## config.mk

```make
export PLATFORM = sky130hd
export DESIGN_NAME = websocket_frame_encoder_core
export DESIGN_NICKNAME = d
export VERILOG_FILES = /design/src/rtl/wsfe_pkg.sv /design/src/rtl/wsfe_front.sv /design/src/rtl/wsfe_queue.sv /design/src/rtl/wsfe_back.sv /design/src/rtl/websocket_frame_encoder_core.sv
export VERILOG_INCLUDE_DIRS = /design/src /design/src/rtl
export SDC_FILE = /design/constraint.sdc
export NUM_CORES = 1
export LEC_CHECK = 0
export BUFFER_PORTS_ARGS = -buffer_cell sky130_fd_sc_hd__buf_2
export CORE_MARGIN = 10
export CORE_UTILIZATION = 30
export DETAILED_ROUTE_END_ITERATION = 8
export GPL_TIMING_DRIVEN = 0
export PLACE_DENSITY = 0.58
export SYNTH_ARGS = -nofsm -noshare
export SYNTH_HDL_FRONTEND = slang
export SYNTH_SLANG_ARGS = --single-unit
```

## constraint.sdc

```tcl
create_clock -name clock -period 6.5 [get_ports clock]
set_input_delay 0.975 -clock clock [delete_from_list [all_inputs] [get_ports clock]]
set_output_delay 0.975 -clock clock [all_outputs]
set_load 0.03 [all_outputs]
```

## src/rtl/assert_macros.svh

```systemverilog
// Assertion macros shared by the RTL of the frame encoder.
// No dependencies; define ASSERT_OFF to compile the checks out.
`ifndef ASSERT_MACROS_SVH
`define ASSERT_MACROS_SVH
`ifndef ASSERT_OFF
// prop must hold at every clock edge outside reset
`define ASSERT_CLK(name, clk, rst, prop, msg) \
   name: assert property (@(posedge clk) disable iff (rst) (prop)) else $error(msg);
// cond must never be true outside reset
`define ASSERT_NEVER(name, clk, rst, cond, msg) \
   name: assert property (@(posedge clk) disable iff (rst) !(cond)) else $error(msg);
`else
`define ASSERT_CLK(name, clk, rst, prop, msg)
`define ASSERT_NEVER(name, clk, rst, cond, msg)
`endif
`endif

```

## src/rtl/wsfe_pkg.sv

```systemverilog
// Types, constants and helpers of the WebSocket frame encoder.
// No dependencies; used by every module of the block.
`default_nettype none
package wsfe_pkg;

   // command codes of an input item
   localparam logic CMD_START = 1'b0;
   localparam logic CMD_DATA  = 1'b1;

   // length codes of the second header byte
   localparam logic [6:0]  LEN_CODE_16  = 7'd126;
   localparam logic [6:0]  LEN_CODE_64  = 7'd127;
   localparam logic [62:0] LEN_DIRECT_LIMIT = 63'd126;
   localparam logic [62:0] LEN_16_LIMIT     = 63'd65536;

   // extended length and key byte counts
   localparam int STEP_W = 4;
   localparam logic [STEP_W-1:0] EXT_NONE = 4'd0;
   localparam logic [STEP_W-1:0] EXT_16   = 4'd2;
   localparam logic [STEP_W-1:0] EXT_64   = 4'd8;
   localparam logic [STEP_W-1:0] KEY_BYTES = 4'd4;

   // descriptor queue between front and back
   localparam int Q_DEPTH = 2;
   localparam int Q_PTR_W = (Q_DEPTH > 1) ? $clog2(Q_DEPTH) : 1;
   localparam int Q_CNT_W = $clog2(Q_DEPTH + 1);

   typedef struct packed {
      logic        cmd;
      logic [3:0]  opcode;
      logic        fin;
      logic [62:0] payload_len;
      logic [31:0] mask_key;
      logic [7:0]  data_byte;
   } req_type;

   typedef struct packed {
      logic [7:0] out_byte;
      logic       last_of_run;
   } rsp_type;

   // one classified item: a payload byte (already masked when masking is on), or a header run
   typedef struct packed {
      logic [7:0]        byte0;      // payload byte or FIN/opcode byte
      logic [7:0]        byte1;      // mask flag and length code
      logic [STEP_W-1:0] len_ext;    // extended length bytes
      logic [STEP_W-1:0] last_step;  // index of the final byte of the run
      logic [62:0]       len;
      logic [31:0]       key;
   } desc_type;

   typedef struct packed {
      logic empty;
      logic full;
   } q_stat_type;

   // key byte idx, most significant byte first
   function automatic logic [7:0] key_byte(input logic [31:0] key, input logic [1:0] idx);
      logic [7:0] b;
      case (idx)
         2'd0:    b = key[31:24];
         2'd1:    b = key[23:16];
         2'd2:    b = key[15:8];
         default: b = key[7:0];
      endcase
      return b;
   endfunction

endpackage
`default_nettype wire

```

## src/rtl/wsfe_front.sv

```systemverilog
// Front end: classifies accepted items, tracks key state, masks payload bytes.
// Depends on wsfe_pkg.
`default_nettype none
module wsfe_front (
   input  wire logic              clock,
   input  wire logic              reset,
   input  wire wsfe_pkg::req_type req_data,
   input  wire logic              accept,
   input  wire logic              mask_enable,
   output wsfe_pkg::desc_type     desc
);

   logic [31:0] key_store_ff, key_store_in;
   logic [1:0]  key_idx_ff, key_idx_in;

   always_comb begin
      key_store_in = key_store_ff;
      key_idx_in   = key_idx_ff;
      if (accept) begin
         if (req_data.cmd == wsfe_pkg::CMD_START) begin
            key_store_in = req_data.mask_key;
            key_idx_in   = 2'd0;
         end else begin
            key_idx_in = key_idx_ff + 2'd1;
         end
      end
   end

   always_ff @(posedge clock) begin
      if (reset) begin
         key_store_ff <= '0;
         key_idx_ff   <= '0;
      end else begin
         key_store_ff <= key_store_in;
         key_idx_ff   <= key_idx_in;
      end
   end

   always_comb begin
      logic [6:0]                  code;
      logic [wsfe_pkg::STEP_W-1:0] ext;
      logic [wsfe_pkg::STEP_W-1:0] key_n;
      if (req_data.payload_len < wsfe_pkg::LEN_DIRECT_LIMIT) begin
         code = req_data.payload_len[6:0];
         ext  = wsfe_pkg::EXT_NONE;
      end else if (req_data.payload_len < wsfe_pkg::LEN_16_LIMIT) begin
         code = wsfe_pkg::LEN_CODE_16;
         ext  = wsfe_pkg::EXT_16;
      end else begin
         code = wsfe_pkg::LEN_CODE_64;
         ext  = wsfe_pkg::EXT_64;
      end
      key_n = mask_enable ? wsfe_pkg::KEY_BYTES : '0;

      desc.len = req_data.payload_len;
      desc.key = req_data.mask_key;
      if (req_data.cmd == wsfe_pkg::CMD_DATA) begin
         desc.byte0     = req_data.data_byte
                        ^ (mask_enable ? wsfe_pkg::key_byte(key_store_ff, key_idx_ff) : 8'h00);
         desc.byte1     = '0;
         desc.len_ext   = wsfe_pkg::EXT_NONE;
         desc.last_step = '0;
      end else begin
         desc.byte0     = {req_data.fin, 3'b000, req_data.opcode};
         desc.byte1     = {mask_enable, code};
         desc.len_ext   = ext;
         desc.last_step = 4'd1 + ext + key_n;
      end
   end

endmodule
`default_nettype wire

```

## src/rtl/wsfe_queue.sv

```systemverilog
// Short descriptor queue between the front and back ends.
// Depends on wsfe_pkg.
`default_nettype none
module wsfe_queue (
   input  wire logic               clock,
   input  wire logic               reset,
   input  wire logic               push,
   input  wire wsfe_pkg::desc_type push_desc,
   input  wire logic               pop,
   output wsfe_pkg::desc_type      head,
   output wsfe_pkg::q_stat_type    stat
);

   wsfe_pkg::desc_type slot_ff [wsfe_pkg::Q_DEPTH];
   logic [wsfe_pkg::Q_PTR_W-1:0] wr_ptr_ff, wr_ptr_in, rd_ptr_ff, rd_ptr_in;
   logic [wsfe_pkg::Q_CNT_W-1:0] count_ff, count_in;

   function automatic logic [wsfe_pkg::Q_PTR_W-1:0] ptr_next(
      input logic [wsfe_pkg::Q_PTR_W-1:0] p);
      logic [wsfe_pkg::Q_PTR_W-1:0] n;
      if (p == wsfe_pkg::Q_PTR_W'(wsfe_pkg::Q_DEPTH - 1)) n = '0;
      else                                                 n = p + 1'b1;
      return n;
   endfunction

   assign stat.empty = (count_ff == '0);
   assign stat.full  = (count_ff == wsfe_pkg::Q_CNT_W'(wsfe_pkg::Q_DEPTH));
   assign head       = slot_ff[rd_ptr_ff];

   always_comb begin
      wr_ptr_in = push ? ptr_next(wr_ptr_ff) : wr_ptr_ff;
      rd_ptr_in = pop  ? ptr_next(rd_ptr_ff) : rd_ptr_ff;
      count_in  = count_ff;
      if (push && !pop)      count_in = count_ff + 1'b1;
      else if (pop && !push) count_in = count_ff - 1'b1;
   end

   always_ff @(posedge clock) begin
      if (reset) begin
         wr_ptr_ff <= '0;
         rd_ptr_ff <= '0;
         count_ff  <= '0;
      end else begin
         wr_ptr_ff <= wr_ptr_in;
         rd_ptr_ff <= rd_ptr_in;
         count_ff  <= count_in;
      end
   end

   always_ff @(posedge clock) begin
      if (push) slot_ff[wr_ptr_ff] <= push_desc;
   end

endmodule
`default_nettype wire

```

## src/rtl/wsfe_back.sv

```systemverilog
// Back end: walks a descriptor byte by byte into the output register.
// Depends on wsfe_pkg.
`default_nettype none
module wsfe_back (
   input  wire logic               clock,
   input  wire logic               reset,
   input  wire wsfe_pkg::desc_type desc,
   input  wire logic               desc_valid,
   output logic                    desc_pop,
   input  wire logic               rsp_pop,
   output wsfe_pkg::rsp_type       rsp_data,
   output logic                    rsp_empty
);

   logic [wsfe_pkg::STEP_W-1:0] step_ff, step_in;
   logic                        out_valid_ff, out_valid_in;
   wsfe_pkg::rsp_type           rsp_ff, rsp_in;
   logic                        emit;
   logic                        last;

   assign emit      = desc_valid && (!out_valid_ff || rsp_pop);
   assign last      = (step_ff == desc.last_step);
   assign desc_pop  = emit && last;
   assign rsp_data  = rsp_ff;
   assign rsp_empty = !out_valid_ff;

   // byte selection for the current step
   always_comb begin
      logic [63:0]                 len64;
      logic [wsfe_pkg::STEP_W-1:0] j, sh_w, k_w;
      logic [2:0]                  sh;
      logic [7:0]                  b;
      len64 = {1'b0, desc.len};
      j     = step_ff - 4'd2;
      sh_w  = desc.len_ext - 4'd1 - j;
      sh    = sh_w[2:0];
      k_w   = step_ff - 4'd2 - desc.len_ext;
      if (step_ff == 4'd0)                      b = desc.byte0;
      else if (step_ff == 4'd1)                 b = desc.byte1;
      else if (step_ff < 4'd2 + desc.len_ext)   b = len64[{sh, 3'b000} +: 8];
      else                                      b = wsfe_pkg::key_byte(desc.key, k_w[1:0]);
      rsp_in.out_byte    = b;
      rsp_in.last_of_run = last;
   end

   always_comb begin
      step_in      = step_ff;
      out_valid_in = out_valid_ff;
      if (emit) begin
         step_in      = last ? '0 : step_ff + 1'b1;
         out_valid_in = 1'b1;
      end else if (rsp_pop) begin
         out_valid_in = 1'b0;
      end
   end

   always_ff @(posedge clock) begin
      if (reset) begin
         step_ff      <= '0;
         out_valid_ff <= 1'b0;
      end else begin
         step_ff      <= step_in;
         out_valid_ff <= out_valid_in;
      end
   end

   always_ff @(posedge clock) begin
      if (emit) rsp_ff <= rsp_in;
   end

endmodule
`default_nettype wire

```

## src/rtl/websocket_frame_encoder_core.sv

```systemverilog
// Top level of the WebSocket frame encoder: front end, descriptor queue, back end.
// Depends on wsfe_pkg, wsfe_front, wsfe_queue, wsfe_back and assert_macros.svh.
//
//   channel  ports                          handshake
//   -------  -----------------------------  -------------------------------
//   input    req_push req_full req_data     item taken: push && !full
//   result   rsp_pop rsp_empty rsp_data     item taken: pop && !empty
//   config   csr_valid csr_ready csr_wdata  write: valid && ready (ready = 1)
//
// A payload item gives one result and streams at one item per cycle while results are popped.
// A start item gives 2 to 14 header bytes, one per cycle out of the back end while
// the output is popped; the front end's last_step sets the byte count.
// The two-entry descriptor queue lets the input take another item while a header drains.
// Synchronous reset empties the queue and output register, clears the key.
// An output stall holds the back end; the front stalls only when the queue fills.
`default_nettype none
`include "assert_macros.svh"
module websocket_frame_encoder_core (
   input  wire logic              clock,
   input  wire logic              reset,
   // input items
   input  wire logic              req_push,
   input  wire wsfe_pkg::req_type req_data,
   output logic                   req_full,
   // result items
   input  wire logic              rsp_pop,
   output wsfe_pkg::rsp_type      rsp_data,
   output logic                   rsp_empty,
   // mask_enable register
   input  wire logic              csr_valid,
   input  wire logic              csr_wdata,
   output logic                   csr_ready
);

   logic                 mask_enable_ff, mask_enable_in;
   logic                 accept;
   logic                 q_pop;
   wsfe_pkg::desc_type   new_desc;
   wsfe_pkg::desc_type   head_desc;
   wsfe_pkg::q_stat_type q_stat;

   // register writes always taken; user keeps the block idle when they arrive; not enforced
   assign csr_ready      = 1'b1;
   assign mask_enable_in = (csr_valid && csr_ready) ? csr_wdata : mask_enable_ff;

   always_ff @(posedge clock) begin
      if (reset) begin
         mask_enable_ff <= 1'b0;
      end else begin
         mask_enable_ff <= mask_enable_in;
      end
   end

   assign req_full = q_stat.full;
   assign accept   = req_push && !req_full;

   // front: classify, keep key and key index, mask payload bytes
   wsfe_front u_front (
      .clock       (clock),
      .reset       (reset),
      .req_data    (req_data),
      .accept      (accept),
      .mask_enable (mask_enable_ff),
      .desc        (new_desc)
   );

   wsfe_queue u_queue (
      .clock     (clock),
      .reset     (reset),
      .push      (accept),
      .push_desc (new_desc),
      .pop       (q_pop),
      .head      (head_desc),
      .stat      (q_stat)
   );

   // back: one byte per cycle into the output register while the output is not stalled
   wsfe_back u_back (
      .clock      (clock),
      .reset      (reset),
      .desc       (head_desc),
      .desc_valid (!q_stat.empty),
      .desc_pop   (q_pop),
      .rsp_pop    (rsp_pop),
      .rsp_data   (rsp_data),
      .rsp_empty  (rsp_empty)
   );

   // back end retires only a descriptor that is present
   `ASSERT_NEVER(a_pop_empty_queue, clock, reset, q_pop && q_stat.empty, "queue popped while empty")
   // queue status is never both full and empty
   `ASSERT_NEVER(a_queue_stat, clock, reset, q_stat.full && q_stat.empty, "queue full and empty")
   // the final byte of a run lands in the output register
   `ASSERT_CLK(a_last_lands, clock, reset, q_pop |=> (!rsp_empty && rsp_data.last_of_run), "last byte lost")
   // reset leaves no result pending
   `ASSERT_CLK(a_reset_empty, clock, 1'b0, reset |=> rsp_empty, "result pending after reset")

endmodule
`default_nettype wire

```

==> key figures <==
Outcome
  – Status: completed

Timing
  – Slew margin rel.: 0.302
  – Setup Viol. Count Final: 0
  – Fin crit period: 4.36 ns
  – Fin crit share: 0.671
  – Max Slew Vio Count: 0
  – Clock skew: 0.0141 ns
  – Worst-Margin Slew: 1.04 ns
  – RSZ-0062 raised after global routing: false
  – Total Neg Setup Slack: 0 ns
  – Count of final hold-check violations: 0
  – Final worst setup slack: 2.14 ns
  – Fmax: 229 MHz

Setup path
  – Critical Path RT: 6.79 ns
  – Startpoint Class: flop
  – Setup crit end kind: flop
  – Max FO, Critical Path: 10
  – CP arrival: 4.65 ns
  – CP Class: reg -> reg

CTS
  – Post-CTS Resized: 0
  – Clk_lat worst skew: 0.55 ns
  – CTS buffer count: 29
  – Worst-path clk slew: 0.06 ns
  – Post-CTS setup buffer count: 0
  – H-tree Lvls: 1
  – CTS sink cnt: 282
  – CTS tree: done
  – Hold buffer count at CTS: 0
  – Root Buffer: clkbuf_16
  – CTS Buffer Depth: 3

Die
  – DIE WIDTH: 216 µm
  – Die height: 216 µm
  – I/O pin cnt: 127
  – Starting Density: 0.305
  – Full die area: 0.0468 mm²
  – Core region area: 0.0378 mm²
  – # rows: 71

Logic synthesis
  – Ys async rst share: 0
  – Number of synthesized flops with an enable pin: 237
  – Synth cell types: 49
  – Synth Register Bits: 282
  – Synth Cell Area: 0.0116 mm²
  – Primary FF master, synth: edfxtp_1
  – Gate Count Post-Synth: 777
  – Syn Area/Cell: 14.9 µm²
  – Seq/Total Area, Yosys: 0.694
  – Synthesized Nets: 906
  – Yosys warnings: 0

Cells and area
  – Synth-to-Final Area Change: 21.1%
  – Finished Layout Cells: 1480
  – Layout cells sized above 1: 0.255
  – Final Core Density: 0.370
  – Final net count: 1069
  – Final Cell Area: 0.0140 mm²

Pwr
  – PD cells: 385 mW/mm²
  – Leakage: 4.78 nW
  – VDD IR max: 0.181 mV

Global routing
  – Vias in the first global route: 7445
  – Initial antenna violation count: 11
  – Grt total ovfl: 0
  – First-pass GRT wire length: 46900 µm
  – GRT Util Overall: 0.130
  – Maximum number of pins on one net before global-route repair: 34

Place
  – Placed Area: 0.0130 mm²
  – Placed Cells: 1420
  – # port buffers: 124
  – Final HPWL DP: 23300 µm
  – RD Place Congestion: 0.859
  – Setup Slack @ Placement: 2.14 ns

Route
  – Wirelength, routed: 31300 µm
  – Antenna-violating nets left: 0
  – DRC: 0
  – Number of DRC markers in iteration 0: 661
  – First drt pass iteration count: 5
  – Via density: 4.84
  – Total number of vias: 7169
  – Drt wl/cell: 21.1 µm

Run
  – Max cap viols: 0

Hold path
  – HP Class: reg -> reg
-- critical path, cell delays in order, from the launching register on --
cell	delay, ns
dfxtp_1	0.38
buf_6	0.21
buf_4	0.28
buf_2	0.30
buf_4	0.27
mux2i_1	0.41
ha_1	0.18
buf_2	0.18
clkbuf_1	0.54
buf_2	0.46
mux2i_1	0.47
a32oi_1	0.18
and3_1	0.23
-- metal layers --
layer  part of all wire  GRT usage  routed length, µm  vias up
li1                   -          -                  -     3320
met1               0.43      0.172              13600     3567
met2               0.47      0.209              14900      225
met3              0.066     0.0279               2070       49
met4              0.024     0.0399                746        8
met5             0.0015          0                 48        -
-- Yosys cell counts, drive strengths merged, types with 10 or more instances --
master / instances / area [µm²]
mux4: 31 / 702
o21ai: 18 / 90.1
ha: 14 / 175
nor3: 10 / 50.1
dfxtp: 45 / 901
edfxtp: 237 / 7120
a21oi: 49 / 245
nor4: 14 / 87.6
o211ai: 15 / 113
inv: 18 / 67.6
clkbuf: 24 / 90.1
xor2: 12 / 105
mux2: 10 / 113
nand2: 110 / 413
buf: 20 / 130
mux2i: 42 / 433
nand3: 13 / 65.1
nor2: 28 / 105
-- cells in the final DEF (no fill, tap or decap), types with 3 or more instances in the layout --
cell       instances
nor2b_1            3
buf_4              6
nand2b_1           4
buf_1              3
nor3_1            10
buf_2            132
inv_1             18
a21oi_1           49
buf_6              3
dfxtp_1           45
and3_1             6
clkbuf_8           5
clkbuf_1          26
xnor2_1            5
diode_2            7
buf_12             6
nor2_1            26
xor2_1            12
a22oi_1            6
mux4_2            30
mux2i_1           41
a222oi_1           8
o211ai_1          15
clkinv_2           9
nand2_1          110
a31oi_1            3
ha_1              14
edfxtp_1         237
nor4_1            14
o22a_1             7
nand3_1           13
clkbuf_16         33
a32oi_1            6
mux2_2            10
o21ai_0           17
-- sequential cells by signal (all words and copies together), names as in the netlist, named ones only --
| signal | flops |
|---|---|
| u_queue.slot_ff | 228 |
| u_back.rsp_data | 9 |
| u_queue.rd_ptr_ff | 1 |
| u_front.key_store_ff | 32 |
| u_back.step_ff | 4 |
| u_front.key_idx_ff | 2 |
| u_queue.count_ff | 2 |
| u_back.out_valid_ff | 1 |
| mask_enable_ff | 1 |
| u_queue.wr_ptr_ff | 1 |
-- through the flow --
| step | power [mW] | hold slack [ns] |
|---|---|---|
| floorplan | 3.28 | 0.436 |
| global placement | 3.78 | 0.443 |
| detailed placement | 3.78 | 0.448 |
| CTS | 5.44 | 0.457 |
| global route | 5.63 | 0.474 |
| finish | 5.39 | 0.456 |
-- worst paths after layout --
path / cells after the start / start / endpoint / slack (ns)
setup / recovery: 12 / flop / u_back.rsp_data[3] / 2.14
hold / removal: 2 / u_front.key_store_ff[29] / u_front.key_store_ff[29] / 0.46
setup reg to reg: 12 / flop / u_back.rsp_data[3] / 2.14
hold reg to reg: 2 / u_front.key_store_ff[29] / u_front.key_store_ff[29] / 0.46
-- cells by family (layout without fill, tap and decap cells) --
| family | after synthesis | in the layout | synth area share |
|---|---|---|---|
| adders and majority gates | 14 | 14 | 0.0152 |
| AOI/OAI and AO/OA | 121 | 121 | 0.0681 |
| DFF | 282 | 282 | 0.694 |
| and+or+nand+nor | 197 | 197 | 0.0765 |
| buffers and inverters | 62 | 247 | 0.0249 |
| muxes | 83 | 83 | 0.108 |
| other | 1 | 8 | 0.000325 |
| xor gates and xnor gates | 17 | 17 | 0.0129 |
-- power by group --
part           internal (mW)  switching (mW)
Clock                  0.974           0.686
Combinational          0.509           0.887
Sequential              2.27          0.0708
Total                   3.75            1.64
-- area by class of cell --
cell class | count | area, µm²
fillers | 3689 | 23900
flip-flops and latches | 282 | 8020
multi-input cells | 433 | 3260
clock buffers | 42 | 912
repair buffers | 132 | 796
well taps | 511 | 639
plain buffers | 44 | 220
inverters | 18 | 67.6
clock inverters | 11 | 60.1
diodes | 7 | 17.5
Note: power is estimated with default switching activity, not from simulation.
